==> src/rtl/core/acsr_pkg.sv <==
// Shared types, constants and register codes of the anti-aliased circle span rasterizer.
`default_nettype none

package acsr_pkg;

  // Default upper bound of the diameter clamp.
  localparam int MAX_DIAMETER_DEFAULT = 64;

  // Configuration register indexes.
  localparam int CFG_INDEX_W = 3;
  localparam logic [CFG_INDEX_W-1:0] REG_DISC_DIAMETER    = 3'd0;
  localparam logic [CFG_INDEX_W-1:0] REG_ORIGIN_X         = 3'd1;
  localparam logic [CFG_INDEX_W-1:0] REG_ORIGIN_Y         = 3'd2;
  localparam logic [CFG_INDEX_W-1:0] REG_FILL_COLOR       = 3'd3;
  localparam logic [CFG_INDEX_W-1:0] REG_BACKGROUND_COLOR = 3'd4;

  // Register reset values.
  localparam logic [6:0]  DIAMETER_RESET   = 7'd12;
  localparam logic [11:0] ORIGIN_RESET     = 12'd0;
  localparam logic [31:0] COLOR_RESET      = 32'd0;

  // Shading constants.
  localparam logic [7:0]  ALPHA_OPAQUE  = 8'hff;
  localparam logic [8:0]  RIM_WEIGHT    = 9'd45;
  localparam logic [8:0]  BLEND_ONE     = 9'd256;
  localparam logic [16:0] BLEND_ROUND   = 17'd128;
  localparam logic [8:0]  INNER_INSET   = 9'd5;
  localparam logic [6:0]  MIN_DIAMETER  = 7'd3;

  // Sequencing constants.
  localparam logic [3:0] SAMPLE_LAST  = 4'd15;
  localparam int         DIVIDEND_W   = 13;
  localparam logic [3:0] DIV_STEPS    = 4'd13;
  localparam logic [1:0] CHAN_LAST    = 2'd2;

  // Which blend the channel-serial blender performs.
  typedef enum logic [1:0] {
    PASS_RIM,
    PASS_BODY,
    PASS_FINAL
  } blend_pass_t;

  // Configuration register set.
  typedef struct packed {
    logic [6:0]  disc_diameter;
    logic [11:0] origin_x;
    logic [11:0] origin_y;
    logic [31:0] fill_color;
    logic [31:0] background_color;
  } acsr_cfg_t;

  // One input request.
  typedef struct packed {
    logic [5:0] pixel_col;
    logic [5:0] pixel_row;
  } pixel_in_t;

  // One output request.
  typedef struct packed {
    logic [12:0] run_x;
    logic [12:0] run_y;
    logic [6:0]  run_length;
    logic [31:0] run_color;
    logic        last;
  } run_out_t;

  // Commands from the controller to the datapath.
  typedef struct packed {
    logic        load;
    logic        prep;
    logic        sample;
    logic [3:0]  sample_idx;
    logic        div_start;
    logic        div_step;
    logic        blend;
    blend_pass_t blend_pass;
    logic [1:0]  blend_chan;
    logic        resolve;
  } acsr_cmd_t;

  // Status from the datapath to the controller.
  typedef struct packed {
    logic skip;
    logic out_empty;
  } acsr_status_t;

endpackage

`default_nettype wire

==> src/rtl/core/acsr_ctrl.sv <==
// Controller state machine that sequences sampling, division, blending and run update.
`default_nettype none

module acsr_ctrl
  import acsr_pkg::*;
(
  input  wire logic         clk,
  input  wire logic         rst,
  input  wire logic         in_valid,
  output logic              in_ready,
  input  wire acsr_status_t status,
  output acsr_cmd_t         cmd
);

  typedef enum logic [2:0] {
    S_IDLE,
    S_PREP,
    S_SAMPLE,
    S_SETTLE,
    S_DIVIDE,
    S_BLEND,
    S_RESOLVE
  } state_t;

  state_t      state;
  logic [3:0]  step;
  blend_pass_t pass;
  logic [1:0]  chan;

  // State, step counter and blend position.
  always_ff @(posedge clk) begin
    if (rst) begin
      state <= S_IDLE;
      step  <= '0;
      pass  <= PASS_RIM;
      chan  <= '0;
    end else begin
      case (state)
        S_IDLE: begin
          if (in_valid && !status.skip) begin
            state <= S_PREP;
          end
        end
        S_PREP: begin
          state <= S_SAMPLE;
          step  <= '0;
        end
        S_SAMPLE: begin
          if (step == SAMPLE_LAST) begin
            state <= S_SETTLE;
          end
          step <= step + 4'd1;
        end
        S_SETTLE: begin
          state <= S_DIVIDE;
          step  <= '0;
        end
        S_DIVIDE: begin
          if (step == DIV_STEPS) begin
            state <= S_BLEND;
            pass  <= PASS_RIM;
            chan  <= '0;
          end
          step <= step + 4'd1;
        end
        S_BLEND: begin
          if (chan == CHAN_LAST) begin
            chan <= '0;
            case (pass)
              PASS_RIM:   pass <= PASS_BODY;
              PASS_BODY:  pass <= PASS_FINAL;
              default: begin
                pass  <= PASS_RIM;
                state <= S_RESOLVE;
              end
            endcase
          end else begin
            chan <= chan + 2'd1;
          end
        end
        S_RESOLVE: begin
          if (status.out_empty) begin
            state <= S_IDLE;
          end
        end
        default: begin
          state <= S_IDLE;
        end
      endcase
    end
  end

  // A new request is taken only between items.
  assign in_ready = (state == S_IDLE);

  // Commands decoded from the current state.
  always_comb begin
    cmd            = '0;
    cmd.load       = (state == S_IDLE) && in_valid;
    cmd.prep       = (state == S_PREP);
    cmd.sample     = (state == S_SAMPLE);
    cmd.sample_idx = step;
    cmd.div_start  = (state == S_DIVIDE) && (step == 4'd0);
    cmd.div_step   = (state == S_DIVIDE) && (step != 4'd0);
    cmd.blend      = (state == S_BLEND);
    cmd.blend_pass = pass;
    cmd.blend_chan = chan;
    cmd.resolve    = (state == S_RESOLVE) && status.out_empty;
  end

endmodule

`default_nettype wire

==> src/rtl/core/acsr_datapath.sv <==
// Datapath: sample counting, coverage divider, channel-serial blender, run merge and output buffer.
`default_nettype none

module acsr_datapath
  import acsr_pkg::*;
#(
  parameter int MAX_DIAMETER = MAX_DIAMETER_DEFAULT
) (
  input  wire logic         clk,
  input  wire logic         rst,
  input  wire acsr_cfg_t    cfg,
  input  wire pixel_in_t    in_data,
  input  wire acsr_cmd_t    cmd,
  output acsr_status_t      status,
  output logic              out_valid,
  input  wire logic         out_ready,
  output run_out_t          out_data
);

  // Effective diameter after the clamp.
  logic [6:0] diam;
  assign diam = ({1'b0, cfg.disc_diameter} > 8'(MAX_DIAMETER)) ? 7'(MAX_DIAMETER)
                                                              : cfg.disc_diameter;

  // Requests outside the square, or with a tiny disc, produce nothing.
  assign status.skip = (diam < MIN_DIAMETER) || ({1'b0, in_data.pixel_col} >= diam) ||
                       ({1'b0, in_data.pixel_row} >= diam);

  // Captured pixel position.
  logic [5:0] col;
  logic [5:0] row;
  always_ff @(posedge clk) begin
    if (cmd.load) begin
      col <= in_data.pixel_col;
      row <= in_data.pixel_row;
    end
  end

  // Squared radii of the outer and inner discs.
  logic [8:0]  radius;
  logic [8:0]  inner;
  logic [17:0] radius_sq;
  logic [17:0] inner_sq;
  assign radius = {diam, 2'b00};
  assign inner  = radius - INNER_INSET;

  always_ff @(posedge clk) begin
    if (cmd.prep) begin
      radius_sq <= {9'd0, radius} * {9'd0, radius};
      inner_sq  <= {9'd0, inner} * {9'd0, inner};
    end
  end

  // Sample offsets from the disc center, one sample per cycle.
  logic [8:0]  pos_x;
  logic [8:0]  pos_y;
  logic [9:0]  dx;
  logic [9:0]  dy;
  logic [8:0]  abs_dx;
  logic [8:0]  abs_dy;
  logic [17:0] sq_x;
  logic [17:0] sq_y;
  logic        sq_valid;
  logic [18:0] dist_sq;
  logic [4:0]  cov;
  logic [4:0]  fil;

  assign pos_x   = {col, cmd.sample_idx[1:0], 1'b1};
  assign pos_y   = {row, cmd.sample_idx[3:2], 1'b1};
  assign dx      = {1'b0, pos_x} - {1'b0, radius};
  assign dy      = {1'b0, pos_y} - {1'b0, radius};
  assign abs_dx  = dx[9] ? 9'(-dx) : dx[8:0];
  assign abs_dy  = dy[9] ? 9'(-dy) : dy[8:0];
  assign dist_sq = {1'b0, sq_x} + {1'b0, sq_y};

  always_ff @(posedge clk) begin
    sq_x <= {9'd0, abs_dx} * {9'd0, abs_dx};
    sq_y <= {9'd0, abs_dy} * {9'd0, abs_dy};
  end

  // Squares follow the sample command in the next cycle.
  always_ff @(posedge clk) begin
    if (rst) begin
      sq_valid <= 1'b0;
    end else begin
      sq_valid <= cmd.sample;
    end
  end

  // Coverage and inner-disc counts.
  always_ff @(posedge clk) begin
    if (cmd.prep) begin
      cov <= '0;
      fil <= '0;
    end else if (sq_valid) begin
      cov <= cov + 5'(dist_sq <= {1'b0, radius_sq});
      fil <= fil + 5'(dist_sq <= {1'b0, inner_sq});
    end
  end

  // Restoring divider for fil * 256 / cov, one quotient bit per cycle.
  logic [4:0]            rem;
  logic [DIVIDEND_W-1:0] quot;
  logic [5:0]            rem_shift;
  logic                  fits;
  assign rem_shift = {rem, quot[DIVIDEND_W-1]};
  assign fits      = (rem_shift >= {1'b0, cov});

  always_ff @(posedge clk) begin
    if (cmd.div_start) begin
      rem  <= '0;
      quot <= {fil, 8'd0};
    end else if (cmd.div_step) begin
      rem  <= fits ? 5'(rem_shift - {1'b0, cov}) : rem_shift[4:0];
      quot <= {quot[DIVIDEND_W-2:0], fits};
    end
  end

  // Channel-serial blender: (a * (256 - w) + b * w + 128) / 256.
  logic [2:0][7:0] fill_rgb;
  logic [2:0][7:0] bg_rgb;
  logic [2:0][7:0] rim_rgb;
  logic [2:0][7:0] body_rgb;
  logic [2:0][7:0] final_rgb;
  logic [7:0]      op_a;
  logic [7:0]      op_b;
  logic [8:0]      weight;
  logic [8:0]      weight_inv;
  logic [16:0]     mix;

  assign fill_rgb = cfg.fill_color[23:0];
  assign bg_rgb   = cfg.background_color[23:0];

  always_comb begin
    case (cmd.blend_pass)
      PASS_RIM: begin
        op_a   = fill_rgb[cmd.blend_chan];
        op_b   = 8'd0;
        weight = RIM_WEIGHT;
      end
      PASS_BODY: begin
        op_a   = rim_rgb[cmd.blend_chan];
        op_b   = fill_rgb[cmd.blend_chan];
        weight = quot[8:0];
      end
      default: begin
        op_a   = bg_rgb[cmd.blend_chan];
        op_b   = body_rgb[cmd.blend_chan];
        weight = {cov, 4'd0};
      end
    endcase
  end

  assign weight_inv = BLEND_ONE - weight;
  assign mix = ({9'd0, op_a} * {8'd0, weight_inv}) + ({9'd0, op_b} * {8'd0, weight}) +
               BLEND_ROUND;

  always_ff @(posedge clk) begin
    if (cmd.blend) begin
      case (cmd.blend_pass)
        PASS_RIM:  rim_rgb[cmd.blend_chan]   <= mix[15:8];
        PASS_BODY: body_rgb[cmd.blend_chan]  <= mix[15:8];
        default:   final_rgb[cmd.blend_chan] <= mix[15:8];
      endcase
    end
  end

  // Shaded pixel: background when no sample falls inside the disc.
  logic [31:0] pix;
  assign pix = (cov == 5'd0) ? cfg.background_color : {ALPHA_OPAQUE, final_rgb};

  // Run merge state.
  logic [31:0] prev_pixel;
  logic [5:0]  run_start;
  logic [31:0] prev_eff;
  logic [5:0]  start_eff;
  logic        first_col;
  logic        changed;
  logic        has_closed;
  logic        has_final;
  logic [5:0]  new_start;
  run_out_t    closed_run;
  run_out_t    final_run;
  logic [12:0] run_y;

  assign first_col  = (col == 6'd0);
  assign prev_eff   = first_col ? cfg.background_color : prev_pixel;
  assign start_eff  = first_col ? 6'd0 : run_start;
  assign changed    = !first_col && (pix != prev_eff);
  assign has_closed = changed && (prev_eff != cfg.background_color);
  assign new_start  = changed ? col : start_eff;
  assign has_final  = ({1'b0, col} == (diam - 7'd1)) && (pix != cfg.background_color);
  assign run_y      = {1'b0, cfg.origin_y} + {7'd0, row};

  always_comb begin
    closed_run.run_x      = {1'b0, cfg.origin_x} + {7'd0, start_eff};
    closed_run.run_y      = run_y;
    closed_run.run_length = {1'b0, col} - {1'b0, start_eff};
    closed_run.run_color  = prev_eff;
    closed_run.last       = !has_final;
    final_run.run_x       = {1'b0, cfg.origin_x} + {7'd0, new_start};
    final_run.run_y       = run_y;
    final_run.run_length  = diam - {1'b0, new_start};
    final_run.run_color   = pix;
    final_run.last        = 1'b1;
  end

  always_ff @(posedge clk) begin
    if (rst) begin
      prev_pixel <= COLOR_RESET;
      run_start  <= '0;
    end else if (cmd.resolve) begin
      prev_pixel <= pix;
      run_start  <= new_start;
    end
  end

  // Two-entry output buffer; the head entry drives the port.
  run_out_t   res_head;
  run_out_t   res_tail;
  logic [1:0] out_count;

  always_ff @(posedge clk) begin
    if (rst) begin
      out_count <= '0;
    end else if (cmd.resolve) begin
      out_count <= 2'(has_closed) + 2'(has_final);
    end else if (out_valid && out_ready) begin
      out_count <= out_count - 2'd1;
    end
  end

  always_ff @(posedge clk) begin
    if (cmd.resolve) begin
      res_head <= has_closed ? closed_run : final_run;
      res_tail <= final_run;
    end else if (out_valid && out_ready) begin
      res_head <= res_tail;
    end
  end

  assign out_valid        = (out_count != 2'd0);
  assign out_data         = res_head;
  assign status.out_empty = (out_count == 2'd0);

endmodule

`default_nettype wire

==> src/rtl/core/antialiased_circle_span_raster_top.sv <==
// Top level of the anti-aliased circle span rasterizer: configuration registers and core.
`default_nettype none

// Each pixel request of the disc's bounding square goes, from acceptance to its
// runs being ready, through these steps before a new request is taken:
// a setup step for the squared radii, the 4x4 supersampling grid through
// one pair of squarers plus a settle step for the counts, the bit-serial
// divider that forms the inner fraction, the channel-serial blender (rim,
// body and final mix over three channels) and the run update.
// Requests outside the square or with a diameter below three are taken
// without leaving the idle state and produce nothing. A pixel yields zero,
// one or two runs; the next request is taken while earlier runs still wait
// at the output, and the run update holds until that buffer has drained.
// Configuration writes are expected only while the block is idle.
module antialiased_circle_span_raster_top
  import acsr_pkg::*;
#(
  parameter int MAX_DIAMETER = MAX_DIAMETER_DEFAULT
) (
  input  wire logic                   clk,
  input  wire logic                   rst,
  input  wire logic                   cfg_write,
  input  wire logic [CFG_INDEX_W-1:0] cfg_index,
  input  wire logic [31:0]            cfg_data,
  input  wire logic                   in_valid,
  output logic                        in_ready,
  input  wire pixel_in_t              in_data,
  output logic                        out_valid,
  input  wire logic                   out_ready,
  output run_out_t                    out_data
);

  acsr_cfg_t    cfg;
  acsr_cmd_t    cmd;
  acsr_status_t status;

  // Configuration register file.
  always_ff @(posedge clk) begin
    if (rst) begin
      cfg.disc_diameter    <= DIAMETER_RESET;
      cfg.origin_x         <= ORIGIN_RESET;
      cfg.origin_y         <= ORIGIN_RESET;
      cfg.fill_color       <= COLOR_RESET;
      cfg.background_color <= COLOR_RESET;
    end else if (cfg_write) begin
      case (cfg_index)
        REG_DISC_DIAMETER:    cfg.disc_diameter    <= cfg_data[6:0];
        REG_ORIGIN_X:         cfg.origin_x         <= cfg_data[11:0];
        REG_ORIGIN_Y:         cfg.origin_y         <= cfg_data[11:0];
        REG_FILL_COLOR:       cfg.fill_color       <= cfg_data;
        REG_BACKGROUND_COLOR: cfg.background_color <= cfg_data;
        default: begin
        end
      endcase
    end
  end

  // Sequencer.
  acsr_ctrl u_ctrl (
    .clk      (clk),
    .rst      (rst),
    .in_valid (in_valid),
    .in_ready (in_ready),
    .status   (status),
    .cmd      (cmd)
  );

  // Arithmetic, run merge and output buffer.
  acsr_datapath #(
    .MAX_DIAMETER (MAX_DIAMETER)
  ) u_datapath (
    .clk       (clk),
    .rst       (rst),
    .cfg       (cfg),
    .in_data   (in_data),
    .cmd       (cmd),
    .status    (status),
    .out_valid (out_valid),
    .out_ready (out_ready),
    .out_data  (out_data)
  );

endmodule

`default_nettype wire
==> config.mk <==
export PLATFORM = sky130hd
export DESIGN_NAME = antialiased_circle_span_raster_top
export DESIGN_NICKNAME = d
export VERILOG_FILES = /design/src/rtl/core/acsr_pkg.sv /design/src/rtl/core/acsr_ctrl.sv /design/src/rtl/core/acsr_datapath.sv /design/src/rtl/core/antialiased_circle_span_raster_top.sv
export SDC_FILE = /design/constraint.sdc
export NUM_CORES = 2
export LEC_CHECK = 0
export ABC_AREA = 1
export BUFFER_PORTS_ARGS = -buffer_cell sky130_fd_sc_hd__buf_4
export CELL_PAD_IN_SITES_DETAIL_PLACEMENT = 0
export CELL_PAD_IN_SITES_GLOBAL_PLACEMENT = 1
export CORE_AREA = 4 4 289 291
export CTS_CLUSTER_SIZE = 30
export DETAILED_ROUTE_END_ITERATION = 7
export DIE_AREA = 0 0 293 295
export GPL_ROUTABILITY_DRIVEN = 1
export PLACE_DENSITY_LB_ADDON = 0.1
export SLEW_MARGIN = 20
export SYNTH_ARGS = -nofsm -noshare
export SYNTH_HDL_FRONTEND = slang
export SYNTH_HIERARCHICAL = 1
export SYNTH_SLANG_ARGS = --single-unit
==> constraint.sdc <==
create_clock -name clk -period 9.75 [get_ports clk]
set_clock_uncertainty 0.2 [all_clocks]
set_input_delay 1.95 -clock clk [delete_from_list [all_inputs] [get_ports clk]]
set_output_delay 1.95 -clock clk [all_outputs]
set_load 0.02 [all_outputs]
=== Word level (Yosys, flattened, before mapping) ===
Index checks and enable logic that the tools add are counted.

* Add/subtract/negate cells: 22
* Multiply operators: 6
* Order comparisons: 9
* Equality and inequality tests: 24
* Mux-type cells: 45
* Bitwise gates (word level): 1
* Reductions and logical operators: 42

{| class="wikitable"
|+ Operators with widths
! cell !! count
|-
| 66-bit two-way mux || 3
|-
| 32-bit != test || 3
|-
| 24-bit bitwise mux || 3
|-
| 8-bit binary-select mux with 2-bit select || 4
|-
| 32-bit two-way mux || 2
|-
| 9-bit by 9-bit multiplier with 18-bit output || 3
|-
| 8-bit two-way mux || 5
|-
| 12-bit by 6-bit adder with 13-bit output || 3
|-
| 19-bit by 18-bit <= comparator with 1-bit output || 2
|-
| 8-bit by 9-bit multiplier with 16-bit output || 2
|-
| 8-bit case mux with 2 select lines || 2
|-
| 13-bit two-way mux || 2
|-
| 3-bit case mux with 7 select lines || 1
|-
| 9-bit by 9-bit subtractor with 10-bit output || 2
|-
| 18-bit by 18-bit adder with 19-bit output || 1
|-
| 3-bit two-way mux || 6
|-
| 9-bit two-way mux || 2
|-
| 9-bit negation || 2
|-
| 9-bit case mux with 2 select lines || 1
|-
| 2-bit AND reduction || 9
|-
| 16-bit adder || 1
|-
| 16-bit by 8-bit adder with 16-bit output, second input constant || 1
|-
| 8-bit demux with 2-bit select || 1
|-
| 6-bit by 7-bit >= comparator with 1-bit output || 2
|-
| 46 further kinds || 86
|}

* Flip-flop bits (word level): 450
* Output and inout bits: 68
* Word-level logic and storage cells: 191

=== Depth between registers and ports, before layout ===
* Word-level depth: 9
* Gate-level depth with buffers: 37

=== Modules after synthesis ===
The synthesis kept the hierarchy.

{| class="wikitable"
|+ Modules (own cells, without submodules)
! module !! instances !! cells an instance !! area an instance (sq um) !! sequential area each (sq um)
|-
| acsr_datapath || 1 || 3971 || 31616.6 || 9328.9
|-
| antialiased_circle_span_raster_top || 1 || 564 || 3891.2 || 1901.8
|-
| acsr_ctrl || 1 || 121 || 782.0 || 220.2
|}

=== Least setup slack after synthesis ===
Ideal clock, no wire load.

* Kind: register to register
* Start point: register u_datapath.out_count[0]
* End point: register u_datapath.out_count[1]
* Setup time: 0.100 ns
* Arrival time: 7.439 ns
* Data required time: 9.450 ns
* Setup slack: 2.010 ns
* Stages on the path, launching flop included: 11
* Path buffers: 2
* Cell sequence: dfxtp_1 inv_1 ha_1 inv_1 nor3_1 clkbuf_1 inv_1 clkbuf_1 nand2_1 o21ai_0 a21oi_1

{| class="wikitable"
|+ RTL lines
! element !! RTL line !! RTL
|-
| start: declaration || acsr_datapath.sv:221 || <nowiki>logic [1:0] out_count;</nowiki>
|-
| start signal: assignment || acsr_datapath.sv:227 || <nowiki>out_count <= 2'(has_closed) + 2'(has_final);</nowiki>
|-
| start signal: assignment || acsr_datapath.sv:229 || <nowiki>out_count <= out_count - 2'd1;</nowiki>
|}

=== Worst setup path after layout ===
* Start point: register u_ctrl.pass[1]
* End point: register u_datapath/rim_rgb[21] (netlist name) (data pin)

* Cells in the longest elaborated chain, start to end: 7
* Elaborated cells on any way between the ends: 11

{| class="wikitable"
|+ RTL lines
! element !! RTL line !! RTL
|-
| start: declaration || acsr_ctrl.sv:27 || <nowiki>blend_pass_t pass;</nowiki>
|-
| start signal: assignment || acsr_ctrl.sv:35 || <nowiki>pass <= PASS_RIM;</nowiki>
|-
| start signal: assignment || acsr_ctrl.sv:61 || <nowiki>pass <= PASS_RIM;</nowiki>
|-
| start signal: assignment || acsr_ctrl.sv:70 || <nowiki>PASS_RIM: pass <= PASS_BODY;</nowiki>
|-
| 2-bit by 1-bit == test with 1-bit output or 2-bit logical NOT (tied branches) || acsr_datapath.sv:135 || <nowiki>case (cmd.blend_pass)</nowiki>
|-
| 9-bit case mux with 2 select lines || acsr_datapath.sv:135 ||
|-
| 9-bit subtractor || acsr_datapath.sv:154 || <nowiki>assign weight_inv = BLEND_ONE - weight;</nowiki>
|-
| 8-bit by 9-bit multiplier with 16-bit output || acsr_datapath.sv:155 || <nowiki>assign mix = ({9'd0, op_a} * {8'd0, weight_inv}) + ({9'd0, op_b} * {8'd0, weight}) +</nowiki>
|-
| 16-bit adder (*) || acsr_datapath.sv:155 ||
|-
| 16-bit by 8-bit adder with 16-bit output (*) || acsr_datapath.sv:155 ||
|-
| named net u_datapath.mix[13] || acsr_datapath.sv:129 || <nowiki>logic [16:0] mix;</nowiki>
|-
| 24-bit bitwise mux (*) || acsr_datapath.sv:161 || <nowiki>PASS_RIM: rim_rgb[cmd.blend_chan] <= mix[15:8];</nowiki>
|-
| end signal: indexed assignment || acsr_datapath.sv:161 ||
|-
| end: declaration || acsr_datapath.sv:122 || <nowiki>logic [2:0][7:0] rim_rgb;</nowiki>
|}

Mark *: on every way through the listed nets, which the timed path passes. The rest lies on a longest branch.
A chain may end at the register's enable or synchronous reset.

==> summary.txt <==
GPL Wtd Cong: 0.888
CP Capture Type: register
# hold bufs at CTS: 0
Avg WL per Cell: 18.1 µm
H-tree lvl count: 2
Hold EP: u_datapath/rem[4]
Yosys warning total: 6
design area: 39600 µm²
Via density: 5.08
Die Height: 295 µm
worst hold start: u_datapath/rem[4]
worst skew pair latency: 0.62 ns
cell mode on critical path: inv_1
post-CTS resize count: 0
CTS tree: built
crit path kind: reg -> reg
Final Hold Fails: 0
worst endpoint required time: 9.84 ns
Post-DP Area: 37800 µm²
R2R Path Start: u_ctrl/pass[1]
Min-Delay Path Depth: 2
Sink Count: 440
reg-to-reg endpoint: u_datapath/rim_rgb[21]
Starting Density: 44.7%
initial antenna violation count: 1
Clock transition at path regs: 0.05 ns
RSZ-0062 raised after global routing: false
crit-path leading delay family: adder cells
Worst path slowest cell: nor2_1
Startpoint Class: register
Layout fillers: 8131
Final period util: 88.2%
port bufs: 119
largest net degree at the start of global routing: 88
ANT nets after route: 0
row cnt: 104
# nets final: 5281
buffer count from post-CTS setup fixing: 0
CP bufs+invs: 8
Routed WL: 105000 µm
Die ar.: 86400 µm²
relative slew slack: 24.5%
Starting DRT DRC Count: 1832
maxcap violations: 0
drt pass-1 iters: 5
R2R cell count: 29
vias in the first global route: 28504
GRT overflow: 0
share of cells above drive strength 1: 6.39%
Die Wd: 293 µm
Pins Over Slew Limit: 0
I/O pin cnt: 120
Layout area overhead: 9.99%
Fin Setup TNS: 0 ns
minimum clock period: 8.60 ns
CTS max path bufs: 3
Post-Synthesis Cell Area: 36000 µm²
first-pass GRT wire length: 165000 µm
placed wire-length estimate: 81900 µm
crit path max fanout: 16
vias: 29485
Mean Syn Cell Area: 7.80 µm²
Peak Freq: 116 MHz
worst hold path type: reg -> reg
drt drc: 0
status: finished, final reports clean
Worst path max stage delay: 0.63 ns
Overall Global Routing Usage: 24.2%
final setup violation count: 0
Num CTS Buffers: 52
Critical Path AT: 8.69 ns
diode count: 0
Least-Margin Pin Slew: 1.13 ns
Mapped Cells: 4616
Core Footprint: 80500 µm²
reg2reg setup slack: 1.15 ns
clk root buf: clkbuf_16
-- routing by layer --
layer	up-vias	part of all wire [%]	wire [µm]	GRT usage, %
li1	14758	-	-	-
met1	14043	47	49600	34.7
met2	587	47	48800	40.2
met3	95	4.4	4620	2.61
met4	2	1.8	1840	4.38
met5	-	0.0076	8	0
-- worst reg2reg max path, delay by kind of cell (launching register included) --
kind	cells	cell delay, ns
xor gates and xnor gates	1	0.58
adders and majority gates	8	3.70
and+or+nand+nor	11	1.98
buffers and inverters	8	1.17
DFF	1	0.29
AOI/OAI and AO/OA	1	0.40
-- cell usage in the layout (no fill, tap or decap), types with 6 or more instances in the layout --
| master | count |
|---|---|
| a21oi_1 | 181 |
| nor2_4 | 9 |
| nor2_2 | 15 |
| nor3_1 | 27 |
| fa_1 | 233 |
| o21bai_1 | 7 |
| o21ai_2 | 9 |
| clkbuf_16 | 53 |
| o21ai_0 | 132 |
| xnor2_1 | 51 |
| o21a_1 | 11 |
| a21boi_0 | 6 |
| buf_4 | 154 |
| o21ai_1 | 34 |
| dfxtp_1 | 192 |
| nand2_1 | 1198 |
| xor2_1 | 110 |
| o22ai_1 | 31 |
| nor4_1 | 7 |
| a31oi_1 | 6 |
| nor2_1 | 470 |
| a22oi_1 | 8 |
| o211ai_1 | 8 |
| clkbuf_1 | 13 |
| edfxtp_1 | 248 |
| inv_2 | 9 |
| ha_1 | 299 |
| nand4_1 | 78 |
| a211oi_1 | 8 |
| inv_1 | 808 |
| clkinv_2 | 12 |
| a21o_1 | 8 |
| conb_1 | 7 |
| nand3_1 | 218 |
-- worst max path at each step --
stage,to,start,cells past startpoint
6_report,u_datapath/rim_rgb[21],u_ctrl/pass[1],29
3_5_place_dp,u_datapath/final_rgb[21],u_ctrl/pass[1],29
2_1_floorplan,u_datapath/out_count[1],u_datapath/out_count[0],10
4_1_cts,u_datapath/rim_rgb[21],u_ctrl/pass[1],29
3_3_place_gp,u_datapath/final_rgb[21],u_ctrl/pass[1],29
5_1_grt,u_datapath/rim_rgb[21],u_ctrl/pass[1],29
-- sequential cells by signal, indices dropped and copies added (netlist names), 3 cells and up --
signal,cells
u_datapath/cov,5
u_datapath/sq_y,15
u_datapath/out_data,66
u_datapath/inner_sq,15
u_datapath/res_tail,65
u_datapath/fil,5
u_datapath/run_start,6
u_datapath/quot,13
u_datapath/sq_x,15
u_datapath/col,6
u_datapath/final_rgb,24
u_datapath/rim_rgb,24
u_ctrl/state,3
u_ctrl/step,4
u_datapath/body_rgb,24
u_datapath/row,6
u_datapath/prev_pixel,32
u_datapath/rem,5
u_datapath/radius_sq,13
cfg,87
-- through the flow --
stage          hold WS (ns)  utilization [%]  setup WS [ns]  cells
3_5_place_dp          0.273             47.0           1.26   5702
3_3_place_gp          0.266             47.0           1.41   5702
6_report              0.279             49.2           1.15   5801
5_1_grt               0.301             49.2          0.490   5801
2_1_floorplan         0.248                -           2.01   4622
4_1_cts               0.283             49.1           1.19   5800
-- cell type report --
type / instances / area [µm²] / area share [%]
inverters: 823 / 3100 / 7.82
flip-flops and latches: 440 / 11300 / 28.5
clock inverters: 25 / 277 / 0.698
well taps: 1060 / 1330 / 3.35
multi-input cells: 3225 / 21000 / 53.0
clock buffers: 73 / 1460 / 3.68
repair buffers: 155 / 1180 / 2.97
Power is left out: the tool's default activity adds up to more than one toggle a clock period on the data nets, which glitch-free logic cannot reach.
